$ cat src/hdl/lcw_pkg.sv
package lcw_pkg;

   localparam int SAMPLE_BITS = 24;
   localparam int BIT_CNT_W   = $clog2(SAMPLE_BITS + 1);

   localparam int SUM_W    = 32;
   localparam int CNT_W    = 8;
   localparam int OFFSET_W = 24;
   localparam int SCALE_W  = 16;
   localparam int WEIGHT_W = 16;
   localparam int RAW_W    = 24;

   // shared restoring divider
   localparam int DIV_W     = SUM_W;
   localparam int DIVR_W    = SCALE_W;
   localparam int DIV_CNT_W = $clog2(DIV_W);

   localparam int CSR_IDX_W  = 2;
   localparam int CSR_DATA_W = OFFSET_W;

   localparam logic [CSR_IDX_W-1:0] CSR_ZERO_OFFSET   = 2'd0;
   localparam logic [CSR_IDX_W-1:0] CSR_SCALE_DIVISOR = 2'd1;
   localparam logic [CSR_IDX_W-1:0] CSR_AVERAGE_COUNT = 2'd2;
   localparam logic [CSR_IDX_W-1:0] CSR_WEIGHT_LIMIT  = 2'd3;

   localparam logic [OFFSET_W-1:0] ZERO_OFFSET_RST   = 24'd8543544;
   localparam logic [SCALE_W-1:0]  SCALE_DIVISOR_RST = 16'd437;
   localparam logic [CNT_W-1:0]    AVERAGE_COUNT_RST = 8'd1;
   localparam logic [WEIGHT_W-1:0] WEIGHT_LIMIT_RST  = 16'd5000;

   // what the sampler reports for the tick being transferred
   typedef struct packed {
      logic              clock_level;
      logic              complete;
      logic [SUM_W-1:0]  sum;
      logic [CNT_W-1:0]  count;
   } lcw_sample_type;

endpackage

$ cat src/hdl/lcw_divider.sv
module lcw_divider (
   input  logic                       clock,
   input  logic                       reset,
   input  logic                       start,
   input  logic [lcw_pkg::DIV_W-1:0]  dividend,
   input  logic [lcw_pkg::DIVR_W-1:0] divisor,
   output logic                       done,
   output logic [lcw_pkg::DIV_W-1:0]  quotient
);
   import lcw_pkg::*;

   logic                 busy_ff, busy_in;
   logic                 done_ff, done_in;
   logic [DIV_CNT_W-1:0] step_ff, step_in;
   logic [DIVR_W-1:0]    rem_ff, rem_in;
   logic [DIV_W-1:0]     quo_ff, quo_in;
   logic [DIVR_W-1:0]    divisor_ff, divisor_in;

   logic [DIVR_W:0] rem_shift;
   logic            fits;

   // one quotient bit per cycle, MSB first
   always_comb begin
      rem_shift  = {rem_ff, quo_ff[DIV_W-1]};
      fits       = rem_shift >= {1'b0, divisor_ff};
      busy_in    = busy_ff;
      done_in    = 1'b0;
      step_in    = step_ff;
      rem_in     = rem_ff;
      quo_in     = quo_ff;
      divisor_in = divisor_ff;
      if (start) begin
         busy_in    = 1'b1;
         step_in    = '0;
         rem_in     = '0;
         quo_in     = dividend;
         divisor_in = divisor;
      end else if (busy_ff) begin
         rem_in  = fits ? DIVR_W'(rem_shift - {1'b0, divisor_ff}) : rem_shift[DIVR_W-1:0];
         quo_in  = {quo_ff[DIV_W-2:0], fits};
         step_in = step_ff + 1'b1;
         if (step_ff == DIV_CNT_W'(DIV_W - 1)) begin
            busy_in = 1'b0;
            done_in = 1'b1;
         end
      end
   end

   always_ff @(posedge clock) begin
      if (reset) begin
         busy_ff <= 1'b0;
         done_ff <= 1'b0;
      end else begin
         busy_ff <= busy_in;
         done_ff <= done_in;
      end
   end

   always_ff @(posedge clock) begin
      step_ff    <= step_in;
      rem_ff     <= rem_in;
      quo_ff     <= quo_in;
      divisor_ff <= divisor_in;
   end

   assign done     = done_ff;
   assign quotient = quo_ff;

endmodule

$ cat src/hdl/lcw_sampler.sv
module lcw_sampler (
   input  logic                      clock,
   input  logic                      reset,
   input  logic                      step,
   input  logic                      data_level,
   input  logic [lcw_pkg::CNT_W-1:0] average_count,
   output lcw_pkg::lcw_sample_type   sample
);
   import lcw_pkg::*;

   typedef enum logic [4:0] {
      PH_WAIT     = 5'b00001,
      PH_BIT_HIGH = 5'b00010,
      PH_BIT_LOW  = 5'b00100,
      PH_END_HIGH = 5'b01000,
      PH_END_LOW  = 5'b10000
   } lcw_phase_type;

   localparam logic [SAMPLE_BITS-1:0] SIGN_FLIP = {1'b1, {(SAMPLE_BITS-1){1'b0}}};

   lcw_phase_type          phase_ff, phase_in;
   logic [BIT_CNT_W-1:0]   bit_cnt_ff, bit_cnt_in;
   logic [SAMPLE_BITS-1:0] shift_ff, shift_in;
   logic [SUM_W-1:0]       sum_ff, sum_in;
   logic [CNT_W-1:0]       taken_ff, taken_in;

   logic [BIT_CNT_W-1:0] bit_cnt_inc;
   logic [CNT_W-1:0]     taken_inc;
   logic [CNT_W-1:0]     count_eff;
   logic [SUM_W-1:0]     sum_add;

   always_comb begin
      count_eff   = (average_count == '0) ? CNT_W'(1) : average_count;
      sum_add     = sum_ff + SUM_W'(shift_ff ^ SIGN_FLIP);
      bit_cnt_inc = bit_cnt_ff + 1'b1;
      taken_inc   = taken_ff + 1'b1;

      phase_in   = phase_ff;
      bit_cnt_in = bit_cnt_ff;
      shift_in   = shift_ff;
      sum_in     = sum_ff;
      taken_in   = taken_ff;

      sample.clock_level = 1'b0;
      sample.complete    = 1'b0;
      sample.sum         = sum_add;
      sample.count       = count_eff;

      case (phase_ff)
         PH_BIT_HIGH: begin
            sample.clock_level = 1'b1;
            phase_in = PH_BIT_LOW;
         end
         PH_BIT_LOW: begin
            shift_in   = {shift_ff[SAMPLE_BITS-2:0], data_level};
            bit_cnt_in = bit_cnt_inc;
            phase_in   = (bit_cnt_inc >= BIT_CNT_W'(SAMPLE_BITS)) ? PH_END_HIGH : PH_BIT_HIGH;
         end
         PH_END_HIGH: begin
            sample.clock_level = 1'b1;
            phase_in = PH_END_LOW;
         end
         PH_END_LOW: begin
            if (taken_inc >= count_eff) begin
               sample.complete = 1'b1;
               sum_in   = '0;
               taken_in = '0;
            end else begin
               sum_in   = sum_add;
               taken_in = taken_inc;
            end
            shift_in   = '0;
            bit_cnt_in = '0;
            phase_in   = PH_WAIT;
         end
         default: begin
            // also catches stray phase codes
            phase_in = PH_WAIT;
            if (!data_level) begin
               bit_cnt_in = '0;
               shift_in   = '0;
               phase_in   = PH_BIT_HIGH;
            end
         end
      endcase
   end

   always_ff @(posedge clock) begin
      if (reset) begin
         phase_ff   <= PH_WAIT;
         bit_cnt_ff <= '0;
         shift_ff   <= '0;
         sum_ff     <= '0;
         taken_ff   <= '0;
      end else if (step) begin
         phase_ff   <= phase_in;
         bit_cnt_ff <= bit_cnt_in;
         shift_ff   <= shift_in;
         sum_ff     <= sum_in;
         taken_ff   <= taken_in;
      end
   end

endmodule

$ cat src/hdl/load_cell_serial_reader_weigher.sv
// Channel  Direction  Handshake              Payload
// req      in         req_valid / req_stall  req_data_level
// rsp      out        rsp_valid / rsp_stall  rsp_clock_level, rsp_weight_valid,
//                                            rsp_weight, rsp_raw_average
// csr      in         csr_valid / csr_ready  csr_index, csr_data
//
// A tick that completes no average has its result registered; it shows on rsp the
// next cycle. A tick that completes an average passes ST_DIV_AVG, ST_DIV_WT (skipped
// when the difference is not positive or the scale is zero) and ST_OUT: the
// bit-serial divider runs 32 steps for the average and, only when a weight can
// result, 32 more for the weight. Reset is synchronous and clears all control state.
// req_stall is high outside ST_IDLE or while a result is held by rsp_stall.
module load_cell_serial_reader_weigher (
   input  logic                           clock,
   input  logic                           reset,
   input  logic                           req_valid,
   output logic                           req_stall,
   input  logic                           req_data_level,
   output logic                           rsp_valid,
   input  logic                           rsp_stall,
   output logic                           rsp_clock_level,
   output logic                           rsp_weight_valid,
   output logic [lcw_pkg::WEIGHT_W-1:0]   rsp_weight,
   output logic [lcw_pkg::RAW_W-1:0]      rsp_raw_average,
   input  logic                           csr_valid,
   output logic                           csr_ready,
   input  logic [lcw_pkg::CSR_IDX_W-1:0]  csr_index,
   input  logic [lcw_pkg::CSR_DATA_W-1:0] csr_data
);
   import lcw_pkg::*;

   typedef enum logic [3:0] {
      ST_IDLE    = 4'b0001,
      ST_DIV_AVG = 4'b0010,
      ST_DIV_WT  = 4'b0100,
      ST_OUT     = 4'b1000
   } lcw_state_type;

   lcw_state_type state_ff, state_in;

   logic [OFFSET_W-1:0] zero_offset_ff;
   logic [SCALE_W-1:0]  scale_ff;
   logic [CNT_W-1:0]    avg_count_ff;
   logic [WEIGHT_W-1:0] limit_ff;

   logic [RAW_W-1:0]    raw_ff, raw_in;
   logic [WEIGHT_W-1:0] weight_ff, weight_in;

   logic                rsp_valid_ff, rsp_valid_in;
   logic                rsp_clock_ff, rsp_clock_in;
   logic                rsp_wvalid_ff, rsp_wvalid_in;
   logic [WEIGHT_W-1:0] rsp_weight_ff, rsp_weight_in;
   logic [RAW_W-1:0]    rsp_raw_ff, rsp_raw_in;

   logic           out_free;
   logic           req_take;
   lcw_sample_type sample;

   logic              div_start;
   logic [DIV_W-1:0]  div_dividend;
   logic [DIVR_W-1:0] div_divisor;
   logic              div_done;
   logic [DIV_W-1:0]  div_quotient;

   logic [DIV_W:0]    diff;
   logic              q_high;

   assign out_free  = !rsp_valid_ff || !rsp_stall;
   assign req_stall = !((state_ff == ST_IDLE) && out_free);
   assign req_take  = req_valid && !req_stall;
   assign csr_ready = 1'b1;

   lcw_sampler u_sampler (
      .clock         (clock),
      .reset         (reset),
      .step          (req_take),
      .data_level    (req_data_level),
      .average_count (avg_count_ff),
      .sample        (sample)
   );

   lcw_divider u_divider (
      .clock    (clock),
      .reset    (reset),
      .start    (div_start),
      .dividend (div_dividend),
      .divisor  (div_divisor),
      .done     (div_done),
      .quotient (div_quotient)
   );

   always_comb begin
      diff   = {1'b0, div_quotient} - (DIV_W + 1)'(zero_offset_ff);
      q_high = |div_quotient[DIV_W-1:WEIGHT_W];

      state_in     = state_ff;
      raw_in       = raw_ff;
      weight_in    = weight_ff;
      div_start    = 1'b0;
      div_dividend = sample.sum;
      div_divisor  = DIVR_W'(sample.count);

      rsp_valid_in  = rsp_valid_ff && rsp_stall;
      rsp_clock_in  = rsp_clock_ff;
      rsp_wvalid_in = rsp_wvalid_ff;
      rsp_weight_in = rsp_weight_ff;
      rsp_raw_in    = rsp_raw_ff;

      case (state_ff)
         ST_IDLE: begin
            if (req_take) begin
               if (sample.complete) begin
                  div_start = 1'b1;
                  state_in  = ST_DIV_AVG;
               end else begin
                  rsp_valid_in  = 1'b1;
                  rsp_clock_in  = sample.clock_level;
                  rsp_wvalid_in = 1'b0;
                  rsp_weight_in = '0;
                  rsp_raw_in    = '0;
               end
            end
         end
         ST_DIV_AVG: begin
            if (div_done) begin
               raw_in = div_quotient[RAW_W-1:0];
               // non-positive difference or zero scale cannot give a weight
               if (diff[DIV_W] || (diff == '0) || (scale_ff == '0)) begin
                  weight_in = '0;
                  state_in  = ST_OUT;
               end else begin
                  div_start    = 1'b1;
                  div_dividend = diff[DIV_W-1:0];
                  div_divisor  = scale_ff;
                  state_in     = ST_DIV_WT;
               end
            end
         end
         ST_DIV_WT: begin
            if (div_done) begin
               if (q_high || (div_quotient[WEIGHT_W-1:0] >= limit_ff) ||
                   (div_quotient[WEIGHT_W-1:0] == '0)) begin
                  weight_in = '0;
               end else begin
                  weight_in = div_quotient[WEIGHT_W-1:0];
               end
               state_in = ST_OUT;
            end
         end
         ST_OUT: begin
            if (out_free) begin
               rsp_valid_in  = 1'b1;
               rsp_clock_in  = 1'b0;
               rsp_wvalid_in = 1'b1;
               rsp_weight_in = weight_ff;
               rsp_raw_in    = raw_ff;
               state_in      = ST_IDLE;
            end
         end
         default: begin
            state_in = ST_IDLE;
         end
      endcase
   end

   always_ff @(posedge clock) begin
      if (reset) begin
         state_ff     <= ST_IDLE;
         rsp_valid_ff <= 1'b0;
      end else begin
         state_ff     <= state_in;
         rsp_valid_ff <= rsp_valid_in;
      end
   end

   always_ff @(posedge clock) begin
      raw_ff        <= raw_in;
      weight_ff     <= weight_in;
      rsp_clock_ff  <= rsp_clock_in;
      rsp_wvalid_ff <= rsp_wvalid_in;
      rsp_weight_ff <= rsp_weight_in;
      rsp_raw_ff    <= rsp_raw_in;
   end

   always_ff @(posedge clock) begin
      if (reset) begin
         zero_offset_ff <= ZERO_OFFSET_RST;
         scale_ff       <= SCALE_DIVISOR_RST;
         avg_count_ff   <= AVERAGE_COUNT_RST;
         limit_ff       <= WEIGHT_LIMIT_RST;
      end else if (csr_valid && csr_ready) begin
         case (csr_index)
            CSR_ZERO_OFFSET:   zero_offset_ff <= csr_data[OFFSET_W-1:0];
            CSR_SCALE_DIVISOR: scale_ff       <= csr_data[SCALE_W-1:0];
            CSR_AVERAGE_COUNT: avg_count_ff   <= csr_data[CNT_W-1:0];
            CSR_WEIGHT_LIMIT:  limit_ff       <= csr_data[WEIGHT_W-1:0];
            default: begin
            end
         endcase
      end
   end

   assign rsp_valid        = rsp_valid_ff;
   assign rsp_clock_level  = rsp_clock_ff;
   assign rsp_weight_valid = rsp_wvalid_ff;
   assign rsp_weight       = rsp_weight_ff;
   assign rsp_raw_average  = rsp_raw_ff;

endmodule

$ cat config.mk
export PLATFORM = sky130hd
export DESIGN_NAME = load_cell_serial_reader_weigher
export DESIGN_NICKNAME = d
export VERILOG_FILES = /design/src/hdl/lcw_pkg.sv /design/src/hdl/lcw_divider.sv /design/src/hdl/lcw_sampler.sv /design/src/hdl/load_cell_serial_reader_weigher.sv
export SDC_FILE = /design/constraint.sdc
export NUM_CORES = 1
export LEC_CHECK = 0
export BUFFER_PORTS_ARGS = -buffer_cell sky130_fd_sc_hd__buf_2
export CAP_MARGIN = 25
export CORE_MARGIN = 1.5
export CORE_UTILIZATION = 69
export CTS_BUF_LIST = sky130_fd_sc_hd__clkbuf_4
export DETAILED_ROUTE_END_ITERATION = 7
export PLACE_DENSITY_LB_ADDON = 0.3
export SYNTH_ARGS = -nofsm -noshare
export SYNTH_HDL_FRONTEND = slang
export SYNTH_SLANG_ARGS = --single-unit
$ cat constraint.sdc
create_clock -name clock -period 18.17 [get_ports clock]
set_input_delay 1.817 -clock clock [delete_from_list [all_inputs] [get_ports clock]]
set_output_delay 1.817 -clock clock [all_outputs]
set_load 0.1 [all_outputs]
* After elaboration in Yosys (flattened, before gate mapping)
Index checks and enable logic that the tools add are counted.
** Word-level totals
- Register bits :: 296
- Input bits :: 32
- Output and inout port bits :: 45
** Operators by class
- $add $sub $neg :: 6
- Order comparisons :: 4
- Equality and inequality tests :: 20
- Mux-type cells :: 63
- Bitwise logic cells :: 5
- Reduce and logical (&&, ||, !) cells :: 33
** Operator list (number)
- $mux W32 :: 6
- $mux W16 :: 8
- $mux W24 :: 4
- $pmux W24 S3 :: 1
- $pmux W16 S2 :: 2
- $pmux W24 S2 :: 1
- $mux W8 :: 5
- $logic_not A33 Y1 :: 1
- $sub A32 B24 Y33 :: 1
- $add A32 B24 Y32 :: 1
- $logic_not A16 Y1 :: 2
- $mux W4 :: 7
- $mux W1 :: 20
- $pmux W5 S4 :: 1
- $ge A17 B16 Y1 :: 1
- $ge A16 B16 Y1 :: 1
- $pmux W4 S4 :: 1
- $reduce_or A16 Y1 :: 1
- $sub A16 B16 Y16 :: 1
- $pmux W5 S3 :: 1
- $reduce_and A2 Y1 :: 6
- $add A5 B1 Y5 const B :: 2
- $eq A5 B5 Y1 const B :: 2
- $ne A2 B2 Y1 const B :: 5
- other kinds (29) :: 50

* Logic depth before layout (Yosys ltp)
Gate-level depths: netlist of run 1.
- Depth after elaboration :: 9
- Mapped depth :: 15
- Depth with buffers taken out :: 13

* By module
Synthesis of run 1 repeated with hierarchy kept, for this count alone.
** Second synthesis, totals
- Cell total of the unflattened synthesis :: 1885
- Area total of the unflattened synthesis :: 17128.9 um2
** Modules (own cells, without submodules)
- load_cell_serial_reader_weigher :: instances 1, cells each 933, area an instance 8500.7 um2, seq. area each 3843.7 um2
- lcw_sampler :: instances 1, cells each 603, area an instance 4804.6 um2, seq. area each 1481.4 um2
- lcw_divider :: instances 1, cells each 349, area an instance 3823.7 um2, seq. area each 1901.8 um2

* Least setup slack after synthesis of run 1
Ideal clock, no wire load.
- Kind :: register to register
- Start point :: reg avg_count_ff[3]
- End point :: reg rsp_clock_ff (netlist: rsp_clock_level) (enable)
- Setup time :: 0.510 ns
- Arrival time :: 5.202 ns
- Required time :: 17.660 ns
- Path slack :: 12.458 ns
- Stages on the path, launching flop included :: 12
- Path buffers :: 0
- Period minus slack after synthesis :: 5.712 ns
- Cell sequence :: dfxtp_1 > nor4_1 > a41o_1 > ha_1 > nand2b_1 > a21o_1 > a21o_1 > a211oi_1 > o21ai_0 > nand3_1 > a21oi_1 > a221oi_1
** On the way
- Longest elaborated chain between the ends :: 7
** Ends and longest elaborated chain
- start, declared :: line load_cell_serial_reader_weigher.sv:43 : logic [CNT_W-1:0] avg_count_ff;
- start signal, assigned :: line load_cell_serial_reader_weigher.sv:195 : CSR_AVERAGE_COUNT: avg_count_ff <= csr_data[CNT_W-1:0];
- $logic_not A8 Y1 :: line lcw_sampler.sv:33 : count_eff = (average_count == '0) ? CNT_W'(1) : average_count;
- $mux W8 * :: line lcw_sampler.sv:33
- $ge A8 B8 Y1 * :: line lcw_sampler.sv:64 : if (taken_inc >= count_eff) begin
- $mux W1 * :: line lcw_sampler.sv:64
- $mux W1 * :: line lcw_sampler.sv:49 : case (phase_ff)
- $ne A2 B2 Y1 (no line) *
- $reduce_and A4 Y1 (no line) *
- end signal, assigned :: line load_cell_serial_reader_weigher.sv:179 : rsp_clock_ff <= rsp_clock_in;
- end, declared :: line load_cell_serial_reader_weigher.sv:50 : logic rsp_clock_ff, rsp_clock_in;
Every way passes the cells marked *; elsewhere a longest branch is shown, timed or not.
A chain may end at the register's enable or synchronous reset.

* Worst setup path in the final report of run 1
- Start point :: reg u_divider.quo_ff[0] (netlist: u_divider.quotient[0])
- End point :: reg u_divider.divisor_ff[14] (enable)
** On the way
- Longest elaborated chain between the ends :: 7
** Ends and longest elaborated chain
- start, declared :: line lcw_divider.sv:16 : logic [DIV_W-1:0] quo_ff, quo_in;
- start signal, assigned :: line lcw_divider.sv:62 : quo_ff <= quo_in;
- $sub A32 B24 Y33 * :: line load_cell_serial_reader_weigher.sv:93 : diff = {1'b0, div_quotient} - (DIV_W + 1)'(zero_offset_ff);
- $logic_not A33 Y1 :: line load_cell_serial_reader_weigher.sv:128 : if (diff[DIV_W] || (diff == '0) || (scale_ff == '0)) begin
- $logic_or A1 B1 Y1 * (2 in a row) :: line load_cell_serial_reader_weigher.sv:128
- $mux W1 * :: line load_cell_serial_reader_weigher.sv:128
- $mux W1 * :: line load_cell_serial_reader_weigher.sv:125 : if (div_done) begin
- $pmux W1 S2 * :: line load_cell_serial_reader_weigher.sv:109 : case (state_ff)
- net div_start :: line load_cell_serial_reader_weigher.sv:59 : logic div_start;
- end signal, assigned :: line lcw_divider.sv:63 : divisor_ff <= divisor_in;
- end, declared :: line lcw_divider.sv:17 : logic [DIVR_W-1:0] divisor_ff, divisor_in;
The timed path passes the listed nets; every way through them passes the cells marked *.

==> results of run 1 <==
[flip-flops by register name, indices dropped and copies added, names as in the netlist, 24 cells and up]
signal / cells
u_sampler.shift_ff: 24
zero_offset_ff: 24
rsp_raw_average: 24
u_divider.quotient: 32
raw_ff: 24
u_sampler.sum_ff: 32
[how the worst max path moves through the flow]
stage / slack [ns] / from / end
finish: 13.06 / u_divider.quotient[0] / u_divider.divisor_ff[14]
floorplan: 12.46 / avg_count_ff[3] / rsp_clock_level
detailed placement: 13.20 / u_divider.quotient[0] / u_divider.divisor_ff[5]
global placement: 13.33 / u_divider.quotient[0] / u_divider.divisor_ff[4]
CTS: 13.15 / u_divider.quotient[0] / u_divider.divisor_ff[14]
global route: 12.78 / u_divider.quotient[0] / u_divider.divisor_ff[14]
[logic make-up (layout without fill, tap and decap cells)]
kind of cell / Yosys count / in the layout / synth area share, %
XOR/XNOR: 71 / 71 / 3.75
multiplexers: 68 / 68 / 4.36
AND/OR/NAND/NOR: 663 / 663 / 19.2
buffers and inverters: 180 / 327 / 4.50
flip-flops: 296 / 296 / 43.5
AO/OA/AOI/OAI: 423 / 423 / 17.3
adder cells (fa/ha/maj): 96 / 96 / 7.37
other: 1 / 2 / 0.0226
[cell type report]
class,count,area [µm²]
fillers,1629,5340
well taps,319,399
clock buffers,107,803
inverters,97,364
flip-flops and latches,296,7230
clock inverters,29,221
multi-input cells,1322,8670
diodes,1,2.50
repair buffers,94,520
[critical path: stages, from the launching register on]
cell	delay, ns
edfxtp_1	0.40
inv_1	0.10
ha_1	0.22
fa_1	0.43
nand2b_1	0.20
a21oi_1	0.36
a21oi_2	0.19
a211oi_4	0.38
nor2_1	0.14
xnor2_1	0.27
nand3_1	0.13
nor4_2	0.37
a31o_2	0.54
buf_4	0.44
nand2_1	0.49
[layout by cell type, fill, tap and decap left out, types with 35 or more instances in the layout]
cell type / instances
clkbuf_4: 107
inv_1: 97
and2_1: 57
mux2i_1: 49
a21oi_1: 161
xnor2_1: 38
a21o_1: 41
nor3_1: 35
nand2_1: 249
nand3_1: 44
edfxtp_1: 130
ha_1: 93
o21ai_0: 52
nor2_1: 141
buf_2: 74
dfxtp_1: 166
[report_power, final]
group          leakage (nW)  internal [mW]  total, mW  switching [mW]
Clock                 0.610          0.330      0.607           0.277
Combinational          4.21         0.0800      0.553           0.473
Sequential             2.63          0.763      0.788          0.0252
Total                  7.45           1.17       1.95           0.775
[metrics by stage]
stage / instance area [µm²] / setup WS, ns
after CTS: 18200 / 13.15
after detailed placement: 17200 / 13.20
after global placement: 17200 / 13.33
final: 18200 / 13.06
after floorplan: 16600 / 12.46
after global routing: 18200 / 12.78
[routing by layer]
layer	GRT usage, %	vias to the layer above	routed length [µm]
met2	54.6	654	19300
li1	-	6666	-
met1	47.5	6581	18500
met5	0	-	0
met4	15.7	0	1850
met3	7.04	135	4120
==> flow_summary.yaml, run 1 <==
setup_path:
  reg2reg_depth: 14
  crit_arrival_ns: 5.36
  r2r_slack_ns: 13.06
  timing_worst_setup_path_type: "flop to flop"
  reg2reg_from: "u_divider.quotient[0]"
  critPathLaunchType: "flop"
  crit_path_end_kind: "flop"
  worstPathMaxFanout: 23
  timing.rr.end: "u_divider.divisor_ff[14]"
  cp.required_ns: 18.42
clock_network:
  cts_tree: "yes"
  cts_sinks: 296
  clk_path_buf_depth: 3
  cts_setup_buffers: 0
  clk_latency_ns: 0.69
  cts_hold_buffers: 0
  postCtsResizedCells: 0
  htreeDepth: 3
  clk_pin_slew_ns: 0.08
  clockRootBuffer: "clkbuf_4"
  cts_buffers: 76
status:
  run_status: "complete, no violations"
timing:
  min_period_ns: 5.11
  setup_violations: 0
  skew_ns: 0.0628
  fin_tns_setup_ns: 0
  rsz0062_at_grt: "false"
  slew-limit-headroom_pct: 33.2
  whs_ns: 0.454
  hold_viol_final: 0
  final-max-slew-violation-count: 0
  min_period_over_period_pct: 28.1
  fmaxAchievable_mhz: 196
  worst_pin_slew_ns: 0.998
placement:
  gp_congestion: 0.998
  port_buffers: 75
  hpwl_um: 31900
  dp.cells: 2128
synth:
  synth.distinct_cells: 84
  netlist_top_cells_count: "nand2_1, dfxtp_1, a21oi_1"
  synthFlopType: "dfxtp_1"
  synth_top_area_share_pct: 23.5
  ys_async_sr_fraction_pct: 0
  yosysMostFrequentCell: "nand2_1"
  synth_edf_count: 130
  yosys-top-cells-area: "edfxtp_1, dfxtp_1, ha_1"
  yosys_warnings: 0
  syn_nets: 1926
  avgSynthCellArea_um2: 9.23
  yosysSeqAreaShare_pct: 43.5
  synth_area_leader_cell: "edfxtp_1"
  ys_seq_elements: 296
  synth_cells: 1798
  syn_area_um2: 16600
floorplanning:
  fp.dieArea_um2: 25000
  io_pins: 77
  fp.dieW_um: 158
  fp.dieH_um: 158
  start_util_pct: 70.5
  coreArea_um2: 23500
  placementRows: 56
routing:
  first_pass_iters: 5
  drt-total-wl_um: 43800
  via_per_inst: 6.20
  detail_route.wl_per_cell_um: 19.3
  drc: 0
  final_antenna_net_count: 0
  first_iter_violations: 1352
  vias: 14036
hold_path:
  hp-start: "zero_offset_ff[18]"
  hold_depth: 2
  hold_path_end: "zero_offset_ff[18]"
  worstHoldPathType: "flop to flop"
final_layout:
  area_delta_synth_final_pct: 9.68
  nets: 2015
  drive_gt1_share_pct: 14.6
  fin_util_pct: 77.3
  layout.cells.non_filler: 2265
global_routing:
  grt_pass1_wl_um: 67700
  first_global_vias: 12936
  grt_remaining_overflow: 0
  antenna_found_initial: 1
  grt_max_degree: 65
  grt.total_usage_pct: 35.1
pwr:
  power_mw: 1.95
  ir_worst_vdd_uv: 154
  p_leak_nw: 7.45
  p_per_area_nw_per_um2: 107
run:
  cap_violations: 0
(Power assumes the default switching activity.)
==> inputs of run 2 (changes only) <==
--- a/config.mk
+++ b/config.mk
@@ -8,7 +8,7 @@
 export BUFFER_PORTS_ARGS = -buffer_cell sky130_fd_sc_hd__buf_2
 export CAP_MARGIN = 25
 export CORE_MARGIN = 1.5
-export CORE_UTILIZATION = 69
+export CORE_UTILIZATION = 64
 export CTS_BUF_LIST = sky130_fd_sc_hd__clkbuf_4
 export DETAILED_ROUTE_END_ITERATION = 7
 export PLACE_DENSITY_LB_ADDON = 0.3
==> constraint.sdc (replaced) <==
create_clock -name clock -period 5.4 [get_ports clock]
set_input_delay 0.54 -clock clock [delete_from_list [all_inputs] [get_ports clock]]
set_output_delay 0.54 -clock clock [all_outputs]
set_load 0.1 [all_outputs]
==> run 2 against run 1 <==
- clock-buffer cell count up 15
- clock power grew to 3.5 times the previous value
- routed wire length fell by 2.4%
- register-to-register slack got worse by 12 ns
- clock skew decreased by 0.029 ns
- die area rose by 7.7%
- highest routed layer unchanged
==> flow_summary.yaml, run 2 (same netlist as run 1, synthesis figures left out) <==
timing:
  final-max-slew-violation-count: 0
  worst_pin_slew_ns: 0.876
  slew-limit-headroom_pct: 41.6
  min_period_ns: 4.79
  rsz0062_at_grt: "false"
  min_period_over_period_pct: 88.7
  fmaxAchievable_mhz: 209
  setup_violations: 0
  skew_ns: 0.0333
  fin_tns_setup_ns: 0
  hold_viol_final: 0
setup_path:
  worstPathMaxFanout: 24
  timing_worst_setup_path_type: "flop to flop"
  cp.required_ns: 5.91
  crit_arrival_ns: 5.30
  critPathLaunchType: "flop"
  crit_path_end_kind: "flop"
global_routing:
  grt.total_usage_pct: 32.1
  grt_pass1_wl_um: 67100
  first_global_vias: 12908
  antenna_found_initial: 2
  grt_remaining_overflow: 0
  grt_max_degree: 105
clock_network:
  clk_path_buf_depth: 3
  cts_hold_buffers: 0
  cts_tree: "yes"
  postCtsResizedCells: 0
  clockRootBuffer: "clkbuf_4"
  cts_setup_buffers: 0
  clk_pin_slew_ns: 0.07
  htreeDepth: 3
  clk_latency_ns: 0.71
  cts_buffers: 77
  cts_sinks: 296
final_layout:
  layout_commonest_cell: "nand2_1"
  ff_latch_area_um2: 7230
  multiInputGateArea_um2: 8670
  final_cell_area_um2: 18400
  layout.cells.non_filler: 2290
  mostFrequentLayoutCells: "nand2_1, dfxtp_1, a21oi_1"
  drive_gt1_share_pct: 15.4
  fill_cells: 1875
  fin_util_pct: 72.5
  nets: 2025
  area_delta_synth_final_pct: 10.6
routing:
  drt-total-wl_um: 42700
  final_antenna_net_count: 0
  first_pass_iters: 6
  vias: 14056
  detail_route.wl_per_cell_um: 18.7
  first_iter_violations: 1337
  via_per_inst: 6.14
  drc: 0
floorplanning:
  io_pins: 77
  fp.dieH_um: 164
  start_util_pct: 65.5
  coreArea_um2: 25300
  fp.dieW_um: 164
  placementRows: 58
  fp.dieArea_um2: 26900
run:
  cap_violations: 0
pwr:
  p_leak_nw: 7.45
  p_seq_share_pct: 39.9
  ir_worst_vdd_uv: 878
  swShare_pct: 39.7
  power_mw: 6.65
  power.switching_mw: 2.64
  p_comb_share_pct: 28.3
  p_per_area_nw_per_um2: 362
  p_int_mw: 4.01
  power.clock.fraction_pct: 31.8
hold_path:
  worstHoldPathType: "input port to flop"
placement:
  gp_congestion: 0.936
  place_area_um2: 17200
  hpwl_um: 31000
  dp.cells: 2146
  port_buffers: 75
status:
  run_status: "complete, no violations"
## run 2: changes by cell type in the layout (fill, tap and decap cells not counted), sizes merged
cell,previous run,this run
bufinv,4,3
clkinv,22,15
buf,94,103
diode,1,2
clkbuf,107,122
inv,100,97
## run 2: final cells by class
class | instances | area share [%]
inverters | 97 | 1.98
flip-flops and latches | 296 | 39.4
clock inverters | 18 | 0.866
clock buffers | 122 | 4.99
well taps | 330 | 2.25
repair buffers | 103 | 3.31
multi-input cells | 1322 | 47.2
diodes | 2 | 0.0273
## run 2: critical path: stages (launching register included)
cell and delay (ns):
edfxtp_1 0.41, inv_1 0.11, ha_1 0.22, fa_1 0.41, nand2b_1 0.20, a21oi_1 0.34, a21oi_2 0.19, a211oi_4 0.40
nor2_1 0.16, xnor2_1 0.26, nand3_1 0.14, nor4_2 0.39, a31o_2 0.77, buf_4 0.31, mux2i_1 0.26
## run 2: power groups by stage
| stage | registers, mW | logic [mW] | clock network (mW) |
|---|---|---|---|
| CTS | 2.66 | 1.88 | 2.14 |
| detailed placement | 2.71 | 1.87 | 0 |
| finish | 2.66 | 1.88 | 2.11 |
| global placement | 2.69 | 1.85 | 0 |
| floorplan | 3.84 | 0.436 | 0 |
| global route | 2.68 | 1.96 | 2.26 |
## run 2: final timing paths
path / cells past startpoint / slack, ns / startpoint / endpoint
setup / recovery: 14 / 0.61 / u_divider.quotient[0] / u_divider.quotient[22]
hold / removal: 2 / 0.05 / csr_data[23] / zero_offset_ff[23]
setup reg to reg: 14 / 0.61 / u_divider.quotient[0] / u_divider.quotient[22]
hold reg to reg: 2 / 0.46 / zero_offset_ff[21] / zero_offset_ff[21]
## run 2: routing by layer
metal | up-vias | global-route usage [%] | share of wire (%)
met1 | 6630 | 43.2 | 42
met2 | 640 | 49.3 | 45
met3 | 90 | 7.93 | 9.6
met5 | - | 0 | 0
met4 | 0 | 13.3 | 3.2
li1 | 6696 | - | -
## run 2: metrics by stage
step           hold slack [ns]  worst slack (ns)
2_1_floorplan            0.436              1.14
3_3_place_gp             0.443              1.02
3_5_place_dp             0.446             0.807
4_1_cts                0.00624             0.796
5_1_grt                 0.0168             0.443
6_report                0.0465             0.612
==> inputs of run 3 (changes only) <==
--- a/config.mk
+++ b/config.mk
@@ -5,6 +5,7 @@
 export SDC_FILE = /design/constraint.sdc
 export NUM_CORES = 1
 export LEC_CHECK = 0
+export ABC_AREA = 1
 export BUFFER_PORTS_ARGS = -buffer_cell sky130_fd_sc_hd__buf_2
 export CAP_MARGIN = 25
 export CORE_MARGIN = 1.5
==> run 3 against run 2 <==
- synthesized cell count grew 31%
- final area grew 3.4%
- die area grew 4.2%
- via count grew 13%
- flip-flop and latch count is the same
- register-to-register slack gained 0.38 ns
- synthesized area grew 4.3%
- hold slack gained 0.034 ns
- critical endpoint is now u_divider.quotient[18]
- largest cell class unchanged
- highest routed layer unchanged
==> flow_summary.yaml, run 3 <==
synth:
  yosysSeqAreaShare_pct: 41.8
  ys_seq_elements: 296
  synth_area_leader_cell: "edfxtp_1"
  yosys-top-cells-area: "edfxtp_1, dfxtp_1, nand2_1"
  ys_async_sr_fraction_pct: 0
  synth.area.mux_share_pct: 0
  synth_cells: 2355
  avgSynthCellArea_um2: 7.35
  syn_nets: 2483
  synth_top_family_by_area: "simple AND/OR/NAND/NOR gates"
  netlist_top_cells_count: "nand2_1, inv_1, nor2_1"
  synth-adder-area-share_pct: 7.07
  syn_area_um2: 17300
  yosysMostFrequentCell: "nand2_1"
  synthFlopType: "dfxtp_1"
  synth_top_area_share_pct: 22.6
  synth_xor_area_share_pct: 2.83
  synth.distinct_cells: 57
  yosys.area_share.simple_pct: 27.1
  synth_edf_count: 130
  yosys_warnings: 0
  synth_compound_area_share_pct: 11.1
global_routing:
  grt_max_degree: 72
  grt_pass1_wl_um: 76600
  grt_remaining_overflow: 0
  grt.total_usage_pct: 34.5
  use_met1_pct: 45.9
  gr-usage-met2_pct: 55.9
  first_global_vias: 15268
  top_usage_layer: "met2"
  antenna_found_initial: 2
  grt_use_met3_pct: 5.32
clock_network:
  cts_buffers: 79
  cts_setup_buffers: 0
  cts_tree: "yes"
  cts_hold_buffers: 0
  cts_sinks: 296
  clk_latency_ns: 0.74
  clockRootBuffer: "clkbuf_4"
  clk_pin_slew_ns: 0.07
  clk_path_buf_depth: 3
  postCtsResizedCells: 0
  htreeDepth: 3
floorplanning:
  fp.dieH_um: 167
  coreArea_um2: 26700
  fp.dieArea_um2: 28000
  fp.dieW_um: 167
  io_pins: 77
  placementRows: 60
  start_util_pct: 64.8
setup_path:
  cp.required_ns: 5.78
  crit_arrival_ns: 4.78
  crit_chain: "inv_1, ha_1, fa_1, inv_1, nand3_1, nand3_1, nand3_1, nand3_1, nand2_1, nand3_1, nand2_1, nor2_1, nand2_1, nor2_1, nand3_2, nand3_2, nand2_2, inv_2, nand2_1, buf_4"
  r2r_slack_ns: 1.0
  critPathSlowestCell: "inv_2"
  reg2reg_from: "u_divider.quotient[0]"
  timing_worst_setup_path_type: "flop to flop"
  cp_common_cell: "nand3_1"
  reg2reg_depth: 20
  crit_path_end_kind: "flop"
  cp_slowest_stage_delay_ns: 0.48
  timing.rr.end: "u_divider.quotient[18]"
  critPathLaunchType: "flop"
  worstPathMaxFanout: 33
placement:
  gp_congestion: 1.06
  place_area_um2: 17900
  dp_slack_ns: 1.09
  port_buffers: 75
  dp.cells: 2711
  hpwl_um: 36300
routing:
  first_iter_violations: 1147
  final_antenna_net_count: 0
  drt-total-wl_um: 48200
  first_pass_iters: 6
  drc: 0
  detail_route.wl_per_cell_um: 16.9
  vias: 15944
  via_per_inst: 5.57
timing:
  slew-limit-headroom_pct: 33.3
  fmaxAchievable_mhz: 227
  fin_tns_setup_ns: 0
  final-max-slew-violation-count: 0
  whs_ns: 0.0800
  skew_ns: 0.0771
  worst_pin_slew_ns: 0.992
  setup_violations: 0
  min_period_ns: 4.40
  worst_slack_ns: 0.997
  hold_viol_final: 0
  rsz0062_at_grt: "false"
  min_period_over_period_pct: 81.5
pwr:
  p_leak_nw: 9.08
  power_mw: 6.70
  p_per_area_nw_per_um2: 353
  ir_worst_vdd_uv: 299
hold_path:
  hold_path_end: "zero_offset_ff[17]"
  worstHoldPathType: "input port to flop"
  hp-start: "csr_data[17]"
  hold_depth: 3
final_layout:
  fin_util_pct: 71.0
  final_cell_area_um2: 19000
  drive_gt1_share_pct: 10.8
  area_delta_synth_final_pct: 9.72
  nets: 2580
  mostFrequentLayoutCells: "nand2_1, inv_1, nor2_1"
  layout.cells.non_filler: 2860
  layout_commonest_cell: "nand2_1"
status:
  run_status: "complete, no violations"
run:
  cap_violations: 0
## run 3: critical path, delay by kind of cell (launching register included)
| kind | cells | cell delay, ns |
|---|---|---|
| buffers and inverters | 4 | 1.06 |
| adder cells (fa/ha/maj) | 2 | 0.66 |
| flip-flops | 1 | 0.40 |
| AND/OR/NAND/NOR | 14 | 1.93 |
## run 3: logic make-up after synthesis
logic type      count (synthesis)
simple gates                 1123
other cells                     1
buf+inv                       446
xor+xnor                       56
compound gates                337
flops                         296
fa+ha+maj                      96
## run 3: layout make-up
cell class / count / area, µm²
inverter: 370 / 1390
clock inverter: 26 / 156
multi-input combinational: 1613 / 8370
timing repair buffer: 92 / 515
clock buffer: 120 / 901
tap: 341 / 427
fill: 2282 / 7740
sequential: 296 / 7230
antenna: 2 / 5.00
## run 3: how the worst max path moves through the flow
stage,end,depth (start not counted),from
2_1_floorplan,rsp_clock_level,14,u_sampler.taken_ff[0]
3_3_place_gp,u_divider.quotient[1],20,u_divider.quotient[0]
3_5_place_dp,u_divider.quotient[1],20,u_divider.quotient[0]
4_1_cts,u_divider.quotient[18],20,u_divider.quotient[0]
5_1_grt,u_divider.quotient[5],20,u_divider.quotient[0]
6_report,u_divider.quotient[18],20,u_divider.quotient[0]
## run 3: report_power, final
part | switching [mW] | internal, mW
sequential | 0.0746 | 2.59
combinational | 1.70 | 0.275
clock | 0.984 | 1.08
## run 3: routing by layer
layer	vias to the layer above	routed length, µm
met3	104	3470
met5	-	0
li1	7847	-
met2	588	21900
met1	7405	20800
met4	0	2050
